File: config.mk
export PLATFORM = sky130hd
export DESIGN_NAME = cubic_bezier_easing_eval_flat
export DESIGN_NICKNAME = d
export VERILOG_FILES = /design/src/hw/rtl/cbe_pkg.sv /design/src/hw/rtl/cbe_req_if.sv /design/src/hw/rtl/cbe_rsp_if.sv /design/src/hw/rtl/cubic_bezier_easing_eval.sv /design/src/flat_wrapper.sv
export VERILOG_INCLUDE_DIRS = /design/src /design/src/hw/rtl
export SDC_FILE = /design/constraint.sdc
export NUM_CORES = 2
export LEC_CHECK = 0
export ABC_CLOCK_PERIOD_IN_PS = 14600
export BUFFER_PORTS_ARGS = -buffer_cell sky130_fd_sc_hd__buf_2
export CAP_MARGIN = 5
export CORE_MARGIN = 2
export CORE_UTILIZATION = 28
export DETAILED_ROUTE_END_ITERATION = 10
export PLACE_DENSITY = 0.43
export SETUP_SLACK_MARGIN = 0.3
export SLEW_MARGIN = 20
export SYNTH_ARGS = -nofsm -noshare
export SYNTH_HDL_FRONTEND = slang
export SYNTH_SLANG_ARGS = --single-unit
File: constraint.sdc
create_clock -name clock -period 14.6 [get_ports clock]
set_clock_uncertainty 0.15 [all_clocks]
set_input_delay 0.73 -clock clock [delete_from_list [all_inputs] [get_ports clock]]
set_output_delay 0.73 -clock clock [all_outputs]
set_load 0.01 [all_outputs]
File: src/hw/rtl/cubic_bezier_easing_eval_macros.svh
// Assertion macros for the cubic-Bezier easing evaluator.
// Taken in by the top level; no other dependencies.
`ifndef CUBIC_BEZIER_EASING_EVAL_MACROS_SVH
`define CUBIC_BEZIER_EASING_EVAL_MACROS_SVH

// same-cycle implication
`define CBE_ASSERT_IMPL(name, clk, rst, ante, cons, msg) \
   name: assert property (@(posedge clk) disable iff (rst) (ante) |-> (cons)) \
      else $error(msg);

// next-cycle implication
`define CBE_ASSERT_NEXT(name, clk, rst, ante, cons, msg) \
   name: assert property (@(posedge clk) disable iff (rst) (ante) |=> (cons)) \
      else $error(msg);

`endif

File: src/hw/rtl/cbe_pkg.sv
// Shared types, constants and the microcode ROM of the easing evaluator.
// No dependencies; used by the channel interfaces and the top level.
package cbe_pkg;

   localparam int TQ    = 24;          // fraction bits of t
   localparam int TW    = TQ + 1;      // t-domain word, holds 1.0
   localparam int MA_W  = TQ + 3;      // multiplier A operand, holds 3 * value
   localparam int MP_W  = MA_W + TW;   // t-domain product
   localparam int REG_W = 18;
   localparam int IN_W  = 17;
   localparam int OUT_W = 19;
   localparam int OUT_MAX = 262143;
   localparam int OUT_MIN = -262144;

   localparam logic [TW-1:0] T_ONE  = TW'(1) << TQ;
   localparam logic [TW-1:0] T_HALF = TW'(1) << (TQ - 1);

   localparam logic signed [REG_W-1:0] CTRL1_X_RST = '0;
   localparam logic signed [REG_W-1:0] CTRL1_Y_RST = '0;
   localparam logic signed [REG_W-1:0] CTRL2_X_RST = REG_W'(65536);
   localparam logic signed [REG_W-1:0] CTRL2_Y_RST = REG_W'(65536);

   typedef enum logic [1:0] {
      CSR_CTRL1_X = 2'd0,
      CSR_CTRL1_Y = 2'd1,
      CSR_CTRL2_X = 2'd2,
      CSR_CTRL2_Y = 2'd3
   } csr_index_type;

   typedef enum logic [3:0] {
      OP_MUL_RT2,
      OP_MUL_TT,
      OP_MUL_W1,
      OP_MUL_W2,
      OP_MUL_W3,
      OP_ACC1,
      OP_ACC2,
      OP_ACC3,
      OP_BISECT,
      OP_EMIT
   } op_type;

   typedef enum logic [1:0] {
      COND_NEVER,
      COND_ALWAYS,
      COND_SEARCH
   } cond_type;

   typedef enum logic {
      ST_IDLE,
      ST_RUN
   } st_type;

   localparam int PC_W = 5;
   typedef logic [PC_W-1:0] pc_type;

   typedef struct packed {
      op_type   op;
      logic     coord_y;
      cond_type cond;
      pc_type   target;
   } ucode_type;

   function automatic ucode_type uword(op_type op, logic coord_y, cond_type cond,
                                       pc_type target);
      ucode_type w;
      w.op      = op;
      w.coord_y = coord_y;
      w.cond    = cond;
      w.target  = target;
      return w;
   endfunction

   // x evaluation, bisection test, y evaluation, emit
   function automatic ucode_type ucode_rom(pc_type pc);
      ucode_type w;
      case (pc)
         5'd0:    w = uword(OP_MUL_RT2, 1'b0, COND_NEVER,  '0);
         5'd1:    w = uword(OP_MUL_TT,  1'b0, COND_NEVER,  '0);
         5'd2:    w = uword(OP_MUL_W1,  1'b0, COND_NEVER,  '0);
         5'd3:    w = uword(OP_MUL_W2,  1'b0, COND_NEVER,  '0);
         5'd4:    w = uword(OP_MUL_W3,  1'b0, COND_NEVER,  '0);
         5'd5:    w = uword(OP_ACC1,    1'b0, COND_NEVER,  '0);
         5'd6:    w = uword(OP_ACC2,    1'b0, COND_NEVER,  '0);
         5'd7:    w = uword(OP_ACC3,    1'b0, COND_NEVER,  '0);
         5'd8:    w = uword(OP_BISECT,  1'b0, COND_SEARCH, '0);
         5'd9:    w = uword(OP_MUL_RT2, 1'b1, COND_NEVER,  '0);
         5'd10:   w = uword(OP_MUL_TT,  1'b1, COND_NEVER,  '0);
         5'd11:   w = uword(OP_MUL_W1,  1'b1, COND_NEVER,  '0);
         5'd12:   w = uword(OP_MUL_W2,  1'b1, COND_NEVER,  '0);
         5'd13:   w = uword(OP_MUL_W3,  1'b1, COND_NEVER,  '0);
         5'd14:   w = uword(OP_ACC1,    1'b1, COND_NEVER,  '0);
         5'd15:   w = uword(OP_ACC2,    1'b1, COND_NEVER,  '0);
         5'd16:   w = uword(OP_ACC3,    1'b1, COND_NEVER,  '0);
         5'd17:   w = uword(OP_EMIT,    1'b1, COND_ALWAYS, '0);
         default: w = uword(OP_MUL_RT2, 1'b0, COND_ALWAYS, '0);
      endcase
      return w;
   endfunction

endpackage

File: src/hw/rtl/cbe_req_if.sv
// Request channel of the easing evaluator: valid/ready plus progress.
// Depends on cbe_pkg for the field width.
interface cbe_req_if;
   logic                      valid;
   logic                      ready;
   logic [cbe_pkg::IN_W-1:0]  progress;

   modport source (output valid, output progress, input ready);
   modport sink   (input valid, input progress, output ready);
endinterface

File: src/hw/rtl/cbe_rsp_if.sv
// Response channel of the easing evaluator: valid/ready plus eased value.
// Depends on cbe_pkg for the field width.
interface cbe_rsp_if;
   logic                             valid;
   logic                             ready;
   logic signed [cbe_pkg::OUT_W-1:0] eased_value;

   modport source (output valid, output eased_value, input ready);
   modport sink   (input valid, input eased_value, output ready);
endinterface

File: src/hw/rtl/cubic_bezier_easing_eval.sv
// Cubic-Bezier easing evaluator: microcoded sequencer over one t-domain multiplier and
// one coefficient multiplier. Depends on cbe_pkg, the channel interfaces, the macros.
// A curve evaluation is 8 steps plus 1 for the bisection test; x is evaluated and tested
// until the bisection ends, then y is evaluated and emitted.
// One request at a time: the next is taken only after the response is emitted, and the
// emit waits on a held response. Sync active-high reset: points (0,0)/(1,1), idle.
`include "cubic_bezier_easing_eval_macros.svh"

module cubic_bezier_easing_eval #(
   parameter int MAX_STEPS = 20,
   parameter int FRAC_BITS = 16
) (
   input  logic                       clock,
   input  logic                       reset,
   cbe_req_if.sink                    req_if,
   cbe_rsp_if.source                  rsp_if,
   input  logic                       csr_we,
   input  cbe_pkg::csr_index_type     csr_index,
   input  logic [cbe_pkg::REG_W-1:0]  csr_wdata
);

   localparam int TQ    = cbe_pkg::TQ;
   localparam int TW    = cbe_pkg::TW;
   localparam int MA_W  = cbe_pkg::MA_W;
   localparam int MP_W  = cbe_pkg::MP_W;
   localparam int REG_W = cbe_pkg::REG_W;
   localparam int IN_W  = cbe_pkg::IN_W;
   localparam int OUT_W = cbe_pkg::OUT_W;

   localparam int AW     = (FRAC_BITS + 1 > IN_W) ? FRAC_BITS + 1 : IN_W;
   localparam int CM_W   = REG_W + TW + 1;
   localparam int ACC_W  = TQ + ((FRAC_BITS > REG_W) ? FRAC_BITS : REG_W) + 3;
   localparam int CW     = ACC_W - TQ;
   localparam int DW     = CW + 1;
   localparam int SW     = $clog2(MAX_STEPS + 1);
   localparam int ONE_I  = 1 << FRAC_BITS;
   localparam int TOL    = (ONE_I + 5000) / 10000;

   localparam logic [AW-1:0]           ONE_A    = AW'(1) << FRAC_BITS;
   localparam logic signed [DW-1:0]    TOL_S    = DW'(TOL);
   localparam logic signed [ACC_W-1:0] ACC_HALF = ACC_W'(1) << (TQ - 1);
   localparam logic signed [CW-1:0]    SAT_HI   = CW'(cbe_pkg::OUT_MAX);
   localparam logic signed [CW-1:0]    SAT_LO   = CW'(cbe_pkg::OUT_MIN);
   localparam logic [SW-1:0]           STEP_LIM = SW'(MAX_STEPS);

   // control
   cbe_pkg::st_type    state_ff, state_in;
   cbe_pkg::pc_type    pc_ff, pc_in;
   cbe_pkg::ucode_type uw;
   logic               req_fire;
   logic               adv;
   logic               jump;
   logic               emit_fire;
   logic               searching;
   logic               rsp_valid_ff, rsp_valid_in;

   // configuration
   logic signed [REG_W-1:0] ctrl1_x_ff, ctrl1_x_in;
   logic signed [REG_W-1:0] ctrl1_y_ff, ctrl1_y_in;
   logic signed [REG_W-1:0] ctrl2_x_ff, ctrl2_x_in;
   logic signed [REG_W-1:0] ctrl2_y_ff, ctrl2_y_in;

   // datapath
   logic [AW-1:0]           a_ff, a_in;
   logic [TW-1:0]           t_ff, t_in;
   logic [TQ-1:0]           step_ff, step_in;
   logic [SW-1:0]           steps_ff, steps_in;
   logic [TW-1:0]           r1_ff, r1_in;
   logic [TW-1:0]           r2_ff, r2_in;
   logic [TW-1:0]           w1_ff, w1_in;
   logic [TW-1:0]           w2_ff, w2_in;
   logic [TW-1:0]           w3_ff, w3_in;
   logic signed [ACC_W-1:0] acc_ff, acc_in;
   logic signed [OUT_W-1:0] eased_ff, eased_in;

   logic [TW-1:0]           rt;
   logic [MA_W-1:0]         tm_a;
   logic [TW-1:0]           tm_b;
   logic [MP_W-1:0]         tm_prod;
   logic [TW-1:0]           tm_res;
   logic [TW-1:0]           w_sel;
   logic signed [REG_W-1:0] c_sel;
   logic signed [TW:0]      w_s;
   logic signed [CM_W-1:0]  cm_prod;
   logic signed [ACC_W-1:0] w3_term;
   logic signed [CW-1:0]    cv;
   logic signed [DW-1:0]    diff;
   logic                    in_tol;
   logic [TQ-1:0]           step_half;
   logic signed [OUT_W-1:0] y_sat;

   // assertion helpers
   logic                    running;
   logic                    run_start;
   logic                    t_inside;
   logic                    rsp_raised;

   assign uw = cbe_pkg::ucode_rom(pc_ff);

   // ---------------- sequencer ----------------
   assign req_fire  = req_if.valid && req_if.ready;
   assign adv       = !(uw.op == cbe_pkg::OP_EMIT && rsp_valid_ff && !rsp_if.ready);
   assign emit_fire = (state_ff == cbe_pkg::ST_RUN) && uw.op == cbe_pkg::OP_EMIT && adv;

   always_comb begin
      case (uw.cond)
         cbe_pkg::COND_ALWAYS: jump = 1'b1;
         cbe_pkg::COND_SEARCH: jump = searching;
         default:              jump = 1'b0;
      endcase
   end

   always_comb begin
      state_in = state_ff;
      case (state_ff)
         cbe_pkg::ST_IDLE: begin
            if (req_fire) state_in = cbe_pkg::ST_RUN;
         end
         cbe_pkg::ST_RUN: begin
            if (emit_fire) state_in = cbe_pkg::ST_IDLE;
         end
         default: state_in = cbe_pkg::ST_IDLE;
      endcase
   end

   always_comb begin
      req_if.ready = (state_ff == cbe_pkg::ST_IDLE) && !reset;
      if (state_ff != cbe_pkg::ST_RUN) begin
         pc_in = '0;
      end else if (!adv) begin
         pc_in = pc_ff;
      end else if (jump) begin
         pc_in = uw.target;
      end else begin
         pc_in = pc_ff + 1'b1;
      end
   end

   // ---------------- configuration ----------------
   always_comb begin
      ctrl1_x_in = ctrl1_x_ff;
      ctrl1_y_in = ctrl1_y_ff;
      ctrl2_x_in = ctrl2_x_ff;
      ctrl2_y_in = ctrl2_y_ff;
      if (csr_we) begin
         case (csr_index)
            cbe_pkg::CSR_CTRL1_X: ctrl1_x_in = signed'(csr_wdata);
            cbe_pkg::CSR_CTRL1_Y: ctrl1_y_in = signed'(csr_wdata);
            cbe_pkg::CSR_CTRL2_X: ctrl2_x_in = signed'(csr_wdata);
            cbe_pkg::CSR_CTRL2_Y: ctrl2_y_in = signed'(csr_wdata);
            default: ;
         endcase
      end
   end

   // ---------------- datapath ----------------
   assign rt = cbe_pkg::T_ONE - t_ff;

   always_comb begin
      tm_a = MA_W'(t_ff);
      tm_b = t_ff;
      case (uw.op)
         cbe_pkg::OP_MUL_RT2: begin
            tm_a = MA_W'(rt);
            tm_b = rt;
         end
         cbe_pkg::OP_MUL_W1: begin
            tm_a = MA_W'(r1_ff) + (MA_W'(r1_ff) << 1);
            tm_b = t_ff;
         end
         cbe_pkg::OP_MUL_W2: begin
            tm_a = MA_W'(rt) + (MA_W'(rt) << 1);
            tm_b = r2_ff;
         end
         cbe_pkg::OP_MUL_W3: begin
            tm_a = MA_W'(r2_ff);
            tm_b = t_ff;
         end
         default: ;
      endcase
   end

   // Q24 x Q24 rounded half up back to Q24
   assign tm_prod = MP_W'(tm_a) * MP_W'(tm_b) + MP_W'(cbe_pkg::T_HALF);
   assign tm_res  = tm_prod[TQ+TW-1:TQ];

   always_comb begin
      if (uw.op == cbe_pkg::OP_ACC2) begin
         w_sel = w2_ff;
         c_sel = uw.coord_y ? ctrl2_y_ff : ctrl2_x_ff;
      end else begin
         w_sel = w1_ff;
         c_sel = uw.coord_y ? ctrl1_y_ff : ctrl1_x_ff;
      end
   end

   assign w_s     = signed'({1'b0, w_sel});
   assign cm_prod = w_s * c_sel;
   // end point (1,1) term: w3 * 1.0
   assign w3_term = signed'(ACC_W'(w3_ff) << FRAC_BITS);

   // floor of acc / 2^24; the half was folded in at the last accumulate
   assign cv        = acc_ff[ACC_W-1:TQ];
   assign diff      = DW'(cv) - DW'(signed'({1'b0, a_ff}));
   assign in_tol    = (diff <= TOL_S) && (diff >= -TOL_S);
   assign searching = !in_tol && (steps_ff != STEP_LIM);
   assign step_half = step_ff >> 1;

   always_comb begin
      if (cv > SAT_HI) begin
         y_sat = SAT_HI[OUT_W-1:0];
      end else if (cv < SAT_LO) begin
         y_sat = SAT_LO[OUT_W-1:0];
      end else begin
         y_sat = cv[OUT_W-1:0];
      end
   end

   always_comb begin
      a_in     = a_ff;
      t_in     = t_ff;
      step_in  = step_ff;
      steps_in = steps_ff;
      r1_in    = r1_ff;
      r2_in    = r2_ff;
      w1_in    = w1_ff;
      w2_in    = w2_ff;
      w3_in    = w3_ff;
      acc_in   = acc_ff;
      eased_in = eased_ff;
      if (state_ff == cbe_pkg::ST_IDLE) begin
         if (req_fire) begin
            a_in     = (AW'(req_if.progress) > ONE_A) ? ONE_A : AW'(req_if.progress);
            t_in     = cbe_pkg::T_HALF;
            step_in  = cbe_pkg::T_HALF[TQ-1:0];
            steps_in = '0;
         end
      end else begin
         case (uw.op)
            cbe_pkg::OP_MUL_RT2: r1_in  = tm_res;
            cbe_pkg::OP_MUL_TT:  r2_in  = tm_res;
            cbe_pkg::OP_MUL_W1:  w1_in  = tm_res;
            cbe_pkg::OP_MUL_W2:  w2_in  = tm_res;
            cbe_pkg::OP_MUL_W3:  w3_in  = tm_res;
            cbe_pkg::OP_ACC1:    acc_in = ACC_W'(cm_prod);
            cbe_pkg::OP_ACC2:    acc_in = acc_ff + ACC_W'(cm_prod);
            cbe_pkg::OP_ACC3:    acc_in = acc_ff + w3_term + ACC_HALF;
            cbe_pkg::OP_BISECT: begin
               if (searching) begin
                  step_in  = step_half;
                  steps_in = steps_ff + 1'b1;
                  // no move when x equals the target
                  if (diff < 0) begin
                     t_in = t_ff + TW'(step_half);
                  end else if (diff > 0) begin
                     t_in = t_ff - TW'(step_half);
                  end
               end
            end
            cbe_pkg::OP_EMIT: begin
               if (adv) eased_in = y_sat;
            end
            default: ;
         endcase
      end
   end

   assign rsp_valid_in = emit_fire || (rsp_valid_ff && !rsp_if.ready);

   assign rsp_if.valid       = rsp_valid_ff;
   assign rsp_if.eased_value = eased_ff;

   always_ff @(posedge clock) begin
      if (reset) begin
         state_ff     <= cbe_pkg::ST_IDLE;
         pc_ff        <= '0;
         rsp_valid_ff <= 1'b0;
         ctrl1_x_ff   <= cbe_pkg::CTRL1_X_RST;
         ctrl1_y_ff   <= cbe_pkg::CTRL1_Y_RST;
         ctrl2_x_ff   <= cbe_pkg::CTRL2_X_RST;
         ctrl2_y_ff   <= cbe_pkg::CTRL2_Y_RST;
      end else begin
         state_ff     <= state_in;
         pc_ff        <= pc_in;
         rsp_valid_ff <= rsp_valid_in;
         ctrl1_x_ff   <= ctrl1_x_in;
         ctrl1_y_ff   <= ctrl1_y_in;
         ctrl2_x_ff   <= ctrl2_x_in;
         ctrl2_y_ff   <= ctrl2_y_in;
      end
   end

   always_ff @(posedge clock) begin
      a_ff     <= a_in;
      t_ff     <= t_in;
      step_ff  <= step_in;
      steps_ff <= steps_in;
      r1_ff    <= r1_in;
      r2_ff    <= r2_in;
      w1_ff    <= w1_in;
      w2_ff    <= w2_in;
      w3_ff    <= w3_in;
      acc_ff   <= acc_in;
      eased_ff <= eased_in;
   end

   // ---------------- assertions ----------------
   assign running    = (state_ff == cbe_pkg::ST_RUN);
   assign run_start  = running && pc_ff == '0 && steps_ff == '0;
   assign t_inside   = t_ff != '0 && t_ff < cbe_pkg::T_ONE;
   assign rsp_raised = rsp_valid_ff && state_ff == cbe_pkg::ST_IDLE;

   `CBE_ASSERT_NEXT(a_start_clean, clock, reset, req_fire, run_start, "request did not start at step zero")
   `CBE_ASSERT_IMPL(a_steps_bound, clock, reset, running, steps_ff <= STEP_LIM, "step count past limit")
   `CBE_ASSERT_IMPL(a_t_interior, clock, reset, running && pc_ff != '0, t_inside, "t left the unit interval")
   `CBE_ASSERT_NEXT(a_emit_result, clock, reset, emit_fire, rsp_raised, "emit did not raise valid")

endmodule
File: src/flat_wrapper.sv
// flat-port wrapper written by rule: the top's interface ports become plain ports
module cubic_bezier_easing_eval_flat 
#(
   parameter int MAX_STEPS = 20,
   parameter int FRAC_BITS = 16
)
  (clock, reset, csr_we, csr_index, csr_wdata, req_if_valid, req_if_progress, req_if_ready, rsp_if_valid, rsp_if_eased_value, rsp_if_ready);
  cbe_req_if req_if_i ();
  cbe_rsp_if rsp_if_i ();
  input  logic clock;
  input  logic reset;
  input  logic csr_we;
  input  cbe_pkg::csr_index_type csr_index;
  input  logic [cbe_pkg::REG_W-1:0] csr_wdata;
  input wire logic [$bits(req_if_i.valid)-1:0] req_if_valid;
  input wire logic [$bits(req_if_i.progress)-1:0] req_if_progress;
  output wire logic [$bits(req_if_i.ready)-1:0] req_if_ready;
  output wire logic [$bits(rsp_if_i.valid)-1:0] rsp_if_valid;
  output wire logic [$bits(rsp_if_i.eased_value)-1:0] rsp_if_eased_value;
  input wire logic [$bits(rsp_if_i.ready)-1:0] rsp_if_ready;
  assign req_if_i.valid = req_if_valid;
  assign req_if_i.progress = req_if_progress;
  assign req_if_ready = req_if_i.ready;
  assign rsp_if_valid = rsp_if_i.valid;
  assign rsp_if_eased_value = rsp_if_i.eased_value;
  assign rsp_if_i.ready = rsp_if_ready;
  cubic_bezier_easing_eval #(.MAX_STEPS(MAX_STEPS), .FRAC_BITS(FRAC_BITS)) u_core (.clock(clock), .reset(reset), .req_if(req_if_i), .rsp_if(rsp_if_i), .csr_we(csr_we), .csr_index(csr_index), .csr_wdata(csr_wdata));
endmodule
Word-level counts from Yosys, hierarchy flattened
Memory sizes are Yosys's and may differ from the RTL's. A register that Yosys moved wholly into a read port is not among the register bits. Index checks and enable logic that the tools add are counted.

RAM bits: 0. Input port bits: 42. Memories kept: 1. Flip-flop bits (word level): 339. Output and inout port bits: 21. Logic and storage cells: 122. Latch bits: 0. ROM bits: 224.

Memories: (name not given) (words 32, width 7, rd ports 1, clocked after memory_dff 1, wr ports 0, RTL line cbe_pkg.sv:77) `case (pc)`.

Divide/modulo/power cells: 0. Equal/unequal tests: 18. Muxes and demuxes: 29. Bitwise operators: 2. Add/sub/neg operators: 12. Magnitude comparators: 7. Reduce and logical (&&, ||, !) cells: 33. Shift operators: 0. Multiply operators: 2.

Operator list (count): 25-bit 2-to-1 mux (7); 45-bit case mux with 3 select lines (1); 27-bit case mux with 4 select lines (1); 24-bit 2-to-1 mux (4); 25-bit by 26-bit adder with 27-bit output (2); 18-bit 2-to-1 mux (3); 25-bit case mux with 2 select lines (1); 49-bit by 24-bit adder with 49-bit output (second input constant) (1); 27-bit by 25-bit multiplier with 49-bit output (1); 45-bit by 25-bit adder with 45-bit output (second input constant) (1); 45-bit by 42-bit adder with 45-bit output (1); 45-bit by 44-bit adder with 45-bit output (1); 26-bit by 18-bit multiplier with 44-bit output (1); 5-bit 2-to-1 mux (7); 25-bit by 23-bit adder with 25-bit output (1); 25-bit by 23-bit subtractor with 25-bit output (1); 25-bit subtractor (first input constant) (1); 22-bit by 4-bit >= comparator with 1-bit output (second input constant) (1); 22-bit by 1-bit > comparator with 1-bit output (second input constant) (1); 22-bit by 4-bit <= comparator with 1-bit output (second input constant) (1); 22-bit by 1-bit < comparator with 1-bit output (second input constant) (1); 2-bit AND reduction (11); 21-bit by 18-bit subtractor with 22-bit output (1); 21-bit by 19-bit > comparator with 1-bit output (second input constant) (1); other kinds (26) (51).

Logic depth before layout (Yosys ltp)
Word-level depth: 9. Depth in mapped cells: 51. Mapped depth without buffers: 48.

Worst setup path after synthesis
No wires, ideal clock.

Path type: flip-flop to flip-flop. Start: register u_core.t_ff[6]. End: register u_core.r1_ff[20] (data pin). Clock period less this slack: 11.092 ns. Cell stages (with the launch flop): 44. Path buffers: 2. Required time: 14.173 ns. Setup slack: 3.508 ns. Arrival: 10.665 ns. Cell sequence: edfxtp_1 > buf_2 > or3_1 > or2_1 > nor4_4 > nor3b_2 > nand3b_1 > xor2_1 > ha_1 > and3_1 > a221o_1 > a21oi_1 > nand2_1 > a21o_1 > a21oi_1 > xnor2_1 > a211oi_1 > buf_2 > [... 8 more ...] > inv_1 > fa_1 > fa_1 > fa_1 > inv_1 > ha_1 > nand2_1 > o211ai_1 > nor2_1 > nor4b_1 > or3_1 > nand3_2 > a211oi_2 > o31ai_2 > nor2_1 > o311ai_1 > a21oi_1 > xnor2_1.

Word-level cells in the longest chain between the ends: 5. Elaborated cells on any way between the ends: 6. Those cells by class: add/sub: 3; mul: 1; mux: 2.

RTL lines: start: declaration (RTL line cubic_bezier_easing_eval.sv:65) `logic [TW-1:0] t_ff, t_in;`; start signal: assignment (RTL line cubic_bezier_easing_eval.sv:295) `t_ff <= t_in;`; 25-bit subtractor (RTL line cubic_bezier_easing_eval.sv:157) `assign rt = cbe_pkg::T_ONE - t_ff;`; 25-bit by 26-bit adder with 27-bit output (RTL line cubic_bezier_easing_eval.sv:172) `tm_a = MA_W'(rt) + (MA_W'(rt) << 1);`; 27-bit case mux with 4 select lines (RTL line cubic_bezier_easing_eval.sv:162) `case (uw.op)`; 27-bit by 25-bit multiplier with 49-bit output (*) (RTL line cubic_bezier_easing_eval.sv:184) `assign tm_prod = MP_W'(tm_a) * MP_W'(tm_b) + MP_W'(cbe_pkg::T_HALF);`; 49-bit by 24-bit adder with 49-bit output (*) (RTL line cubic_bezier_easing_eval.sv:184); via u_core.tm_prod[44] (RTL line cubic_bezier_easing_eval.sv:79) `logic [MP_W-1:0] tm_prod;`; end signal: assignment (RTL line cubic_bezier_easing_eval.sv:298) `r1_ff <= r1_in;`; end: declaration (RTL line cubic_bezier_easing_eval.sv:68) `logic [TW-1:0] r1_ff, r1_in;`.

Mark *: on every way through the listed nets, which the timed path passes. The rest lies on a longest branch. A chain may end at the register's enable or synchronous reset.

Worst setup path in the final report
Start: register u_core.t_ff[2]. End: register u_core.w1_ff[24] (data pin).

Word-level cells in the longest chain between the ends: 5. Elaborated cells on any way between the ends: 6. Those cells by class: add/sub: 3; mul: 1; mux: 2.

RTL lines: 25-bit subtractor (RTL line cubic_bezier_easing_eval.sv:157); 25-bit by 26-bit adder with 27-bit output (RTL line cubic_bezier_easing_eval.sv:172); 27-bit case mux with 4 select lines (RTL line cubic_bezier_easing_eval.sv:162); 27-bit by 25-bit multiplier with 49-bit output (*) (RTL line cubic_bezier_easing_eval.sv:184); 49-bit by 24-bit adder with 49-bit output (*) (RTL line cubic_bezier_easing_eval.sv:184); via u_core.tm_prod[48] (RTL line cubic_bezier_easing_eval.sv:79); end signal: assignment (RTL line cubic_bezier_easing_eval.sv:300) `w1_ff <= w1_in;`; end: declaration (RTL line cubic_bezier_easing_eval.sv:70) `logic [TW-1:0] w1_ff, w1_in;`.

Marked as above.

==> impl_metrics.toml <==
[outcome]
outcome = "complete, no violations"

[sta]
timing_worst_slew_pin_value_ns = 1.17
maxSlewViolCount = 0
finalHoldViolations = 0
worst_slew_margin_rel_pct = 21.7
period_share_pct = 89.2
hold-worst-slack_ns = 0.213
finalCriticalPeriod_ns = 13.02
setup_repair_after_global_routing_missed_its_margin = "no"
setup_total_negative_slack_ns = 0
fmax_mhz = 76.8
finalSetupViolCount = 0

[logic_synthesis]
netlist-cell-type-count = 99
ys_seq_elements = 345
postSynthAreaPerCell_um2 = 8.75
synth_sequential_area_ratio_pct = 16.1
post_synth_arst_share_pct = 0
synthesis.nets = 8242
syn_inst = 6729
synth_edf_count = 259
mappedNetlistArea_um2 = 58900
yosysWarnings = 0
dominantRegCellSynth = "sky130_fd_sc_hd__edfxtp_1"

[global_routing]
grt_pass1_wl_um = 308000
grt_pass1_vias = 48900
grt_remaining_overflow = 0
grt_use_total_pct = 18.8
antenna_violations_before_repair = 10
grt_start_max_net_pins = 77

[cells_and_area]
layout.cells.most_common = "sky130_fd_sc_hd__inv_1"
area.growth.synth_to_final_pct = 9.01
drive_above_1_share_pct = 5.44
finalNetCount = 8174
final_cell_mix = "1192 x sky130_fd_sc_hd__inv_1, 1099 x sky130_fd_sc_hd__nand2_1, 944 x sky130_fd_sc_hd__fa_1"
n_fill_cell = 22400
register_area_um2 = 9500
multi_input_area_um2 = 44100

[routing]
routedWlPerCell_um = 21.2
drt-pass1-iter-count = 6
final_antenna_net_count = 0
drcViolationCount = 0
totalWireLength_um = 201000
avgViaCountPerCell = 4.85
detailroute.via_count = 46100
detailedRoute.firstIterationViolations = 2943

[floorplanning]
design.portCount = 63
fp.dieH_um = 463
fp.dieArea_um2 = 214000
die_w_um = 463
core_area_um2 = 209000
core.rowCount = 168
floorplan.initialDensity_pct = 28.1

[cts]
cts-root-buf = "sky130_fd_sc_hd__clkbuf_16"
post_cts_buffers = 0
cts_tree = "done"
cts-buffers-inserted = 45
cts.path.max_buffers = 3
cts.hold.buffers_added = 0
cts-htree-levels = 2
clk_pin_slew_ns = 0.08
cts-resized-gates = 0
clk-insertion-delay-late_ns = 0.64
clock_sink_count = 345

[worst_setup_path]
r2r-end = "u_core.w1_ff[24]"
r2r.worst_path.cells = 41
timing.critical_path.from = "u_core.t_ff[2]"
cp.arrival_ns = 13.18
crit_fanout = 10
critical-path-top-cell-by-count = "sky130_fd_sc_hd__fa_1"
setup.worst_path.end = "u_core.w1_ff[24]"
path_class = "reg -> reg"
critical_path_required_ns = 14.76
startpoint_type = "flop"
max_stage_delay_ns = 0.78
critPathSlowestCell = "sky130_fd_sc_hd__a221oi_2"
crit-reg2reg-launch = "u_core.t_ff[2]"
end_kind = "flop"
setup.reg_to_reg.worst_slack_ns = 1.58

[place]
io_buffer_count = 62
post-dp-hpwl_um = 158000
globalplace.congestion = 0.870

[flow_run]
drv.max_cap_violation_count = 0

[hold_path]
hold_path.class = "in -> reg"
hold_critical_path_depth = 3
-- how the worst min path moves through the flow --
| stage | startpoint | to | slack, ns |
|---|---|---|---|
| final | csr_wdata[10] | u_core.ctrl2_x_ff[10] | 0.21 |
| after detailed placement | u_core.ctrl2_x_ff[11] | u_core.ctrl2_x_ff[11] | 0.30 |
| after floorplan | u_core.ctrl2_x_ff[0] | u_core.ctrl2_x_ff[0] | 0.28 |
| after CTS | csr_wdata[10] | u_core.ctrl2_x_ff[10] | 0.17 |
| after global placement | u_core.ctrl1_x_ff[6] | u_core.ctrl1_x_ff[6] | 0.29 |
| after global routing | csr_wdata[10] | u_core.ctrl2_x_ff[10] | 0.19 |
-- layout make-up --
| class | instances | share of cell area [%] |
|---|---|---|
| Tap cell | 2805 | 5.47 |
| Antenna cell | 2 | 0.00780 |
| Timing Repair Buffer | 170 | 1.76 |
| Sequential cell | 345 | 14.8 |
| Multi-Input combinational cell | 4906 | 68.7 |
| Clock buffer | 64 | 2.04 |
| Inverter | 1193 | 6.98 |
| Clock inverter | 19 | 0.220 |
-- kinds of logic (layout without fill, tap and decap cells) --
family | count (synthesis) | after routing | synth area share, %
adder cells (fa/ha/maj) | 1471 | 1471 | 43.3
flip-flops | 345 | 345 | 16.1
multiplexers | 37 | 37 | 0.823
AND/OR/NAND/NOR | 2257 | 2257 | 16.6
other | 0 | 2 | 0
AO/OA/AOI/OAI | 904 | 904 | 10.1
buffers and inverters | 1478 | 1446 | 9.47
XOR/XNOR | 237 | 237 | 3.55
-- cell usage after synthesis (34+ instances only) --
master | count | share of area, %
sky130_fd_sc_hd__nand3_1 | 63 | 0.54
sky130_fd_sc_hd__a21o_1 | 95 | 1.2
sky130_fd_sc_hd__nor2b_1 | 53 | 0.56
sky130_fd_sc_hd__nor3_1 | 88 | 0.75
sky130_fd_sc_hd__nand2b_1 | 62 | 0.66
sky130_fd_sc_hd__nand2_1 | 1101 | 7.0
sky130_fd_sc_hd__clkbuf_1 | 249 | 1.6
sky130_fd_sc_hd__or3_1 | 34 | 0.36
sky130_fd_sc_hd__inv_1 | 1192 | 7.6
sky130_fd_sc_hd__edfxtp_1 | 259 | 13
sky130_fd_sc_hd__and2_1 | 101 | 1.1
sky130_fd_sc_hd__fa_1 | 944 | 32
sky130_fd_sc_hd__xor2_1 | 92 | 1.4
sky130_fd_sc_hd__ha_1 | 527 | 11
sky130_fd_sc_hd__dfxtp_1 | 86 | 2.9
sky130_fd_sc_hd__nor2_1 | 608 | 3.9
sky130_fd_sc_hd__o21ai_0 | 157 | 1.3
sky130_fd_sc_hd__a211oi_1 | 39 | 0.50
sky130_fd_sc_hd__xnor2_1 | 144 | 2.1
sky130_fd_sc_hd__a21oi_1 | 277 | 2.4
sky130_fd_sc_hd__o21a_1 | 58 | 0.74
-- critical path, delay by kind of cell, from the launching register on --
kind,cells,cell delay [ns]
compound gates,13,3.81
xor+xnor,3,0.81
fa+ha+maj,9,4.30
buf+inv,4,0.20
flops,1,0.58
mux,1,0.14
simple gates,11,2.73
-- state kept, by name (all words and copies together) (netlist names), 19 cells and up --
signal / count
u_core.acc_ff: 45
u_core.r1_ff: 25
u_core.r2_ff: 25
u_core.t_ff: 25
u_core.w1_ff: 25
u_core.w2_ff: 25
u_core.w3_ff: 25
u_core.step_ff: 23
u_core.rsp_if.eased_value: 19
-- metrics by stage --
step                      worst slack (ns)  instances  cell area, um^2  util, %
after floorplan                       3.51       6729            58900        -
after global placement                1.93       9418            62700     29.9
after detailed placement              1.78       9418            62700     29.9
after CTS                             1.68       9501            64100     30.6
after global routing                 0.949       9502            64200     30.7
final                                 1.58       9504            64200     30.7
-- metal layers --
layer | share of wire, % | global-route usage (%)
met1 | 43 | 24.1
met2 | 49 | 32.9
met3 | 3.8 | 1.73
met4 | 4.0 | 6.38
met5 | 0 | 0
Power is left out: the tool's default activity adds up to more than one toggle a clock period on the data nets, which glitch-free logic cannot reach.
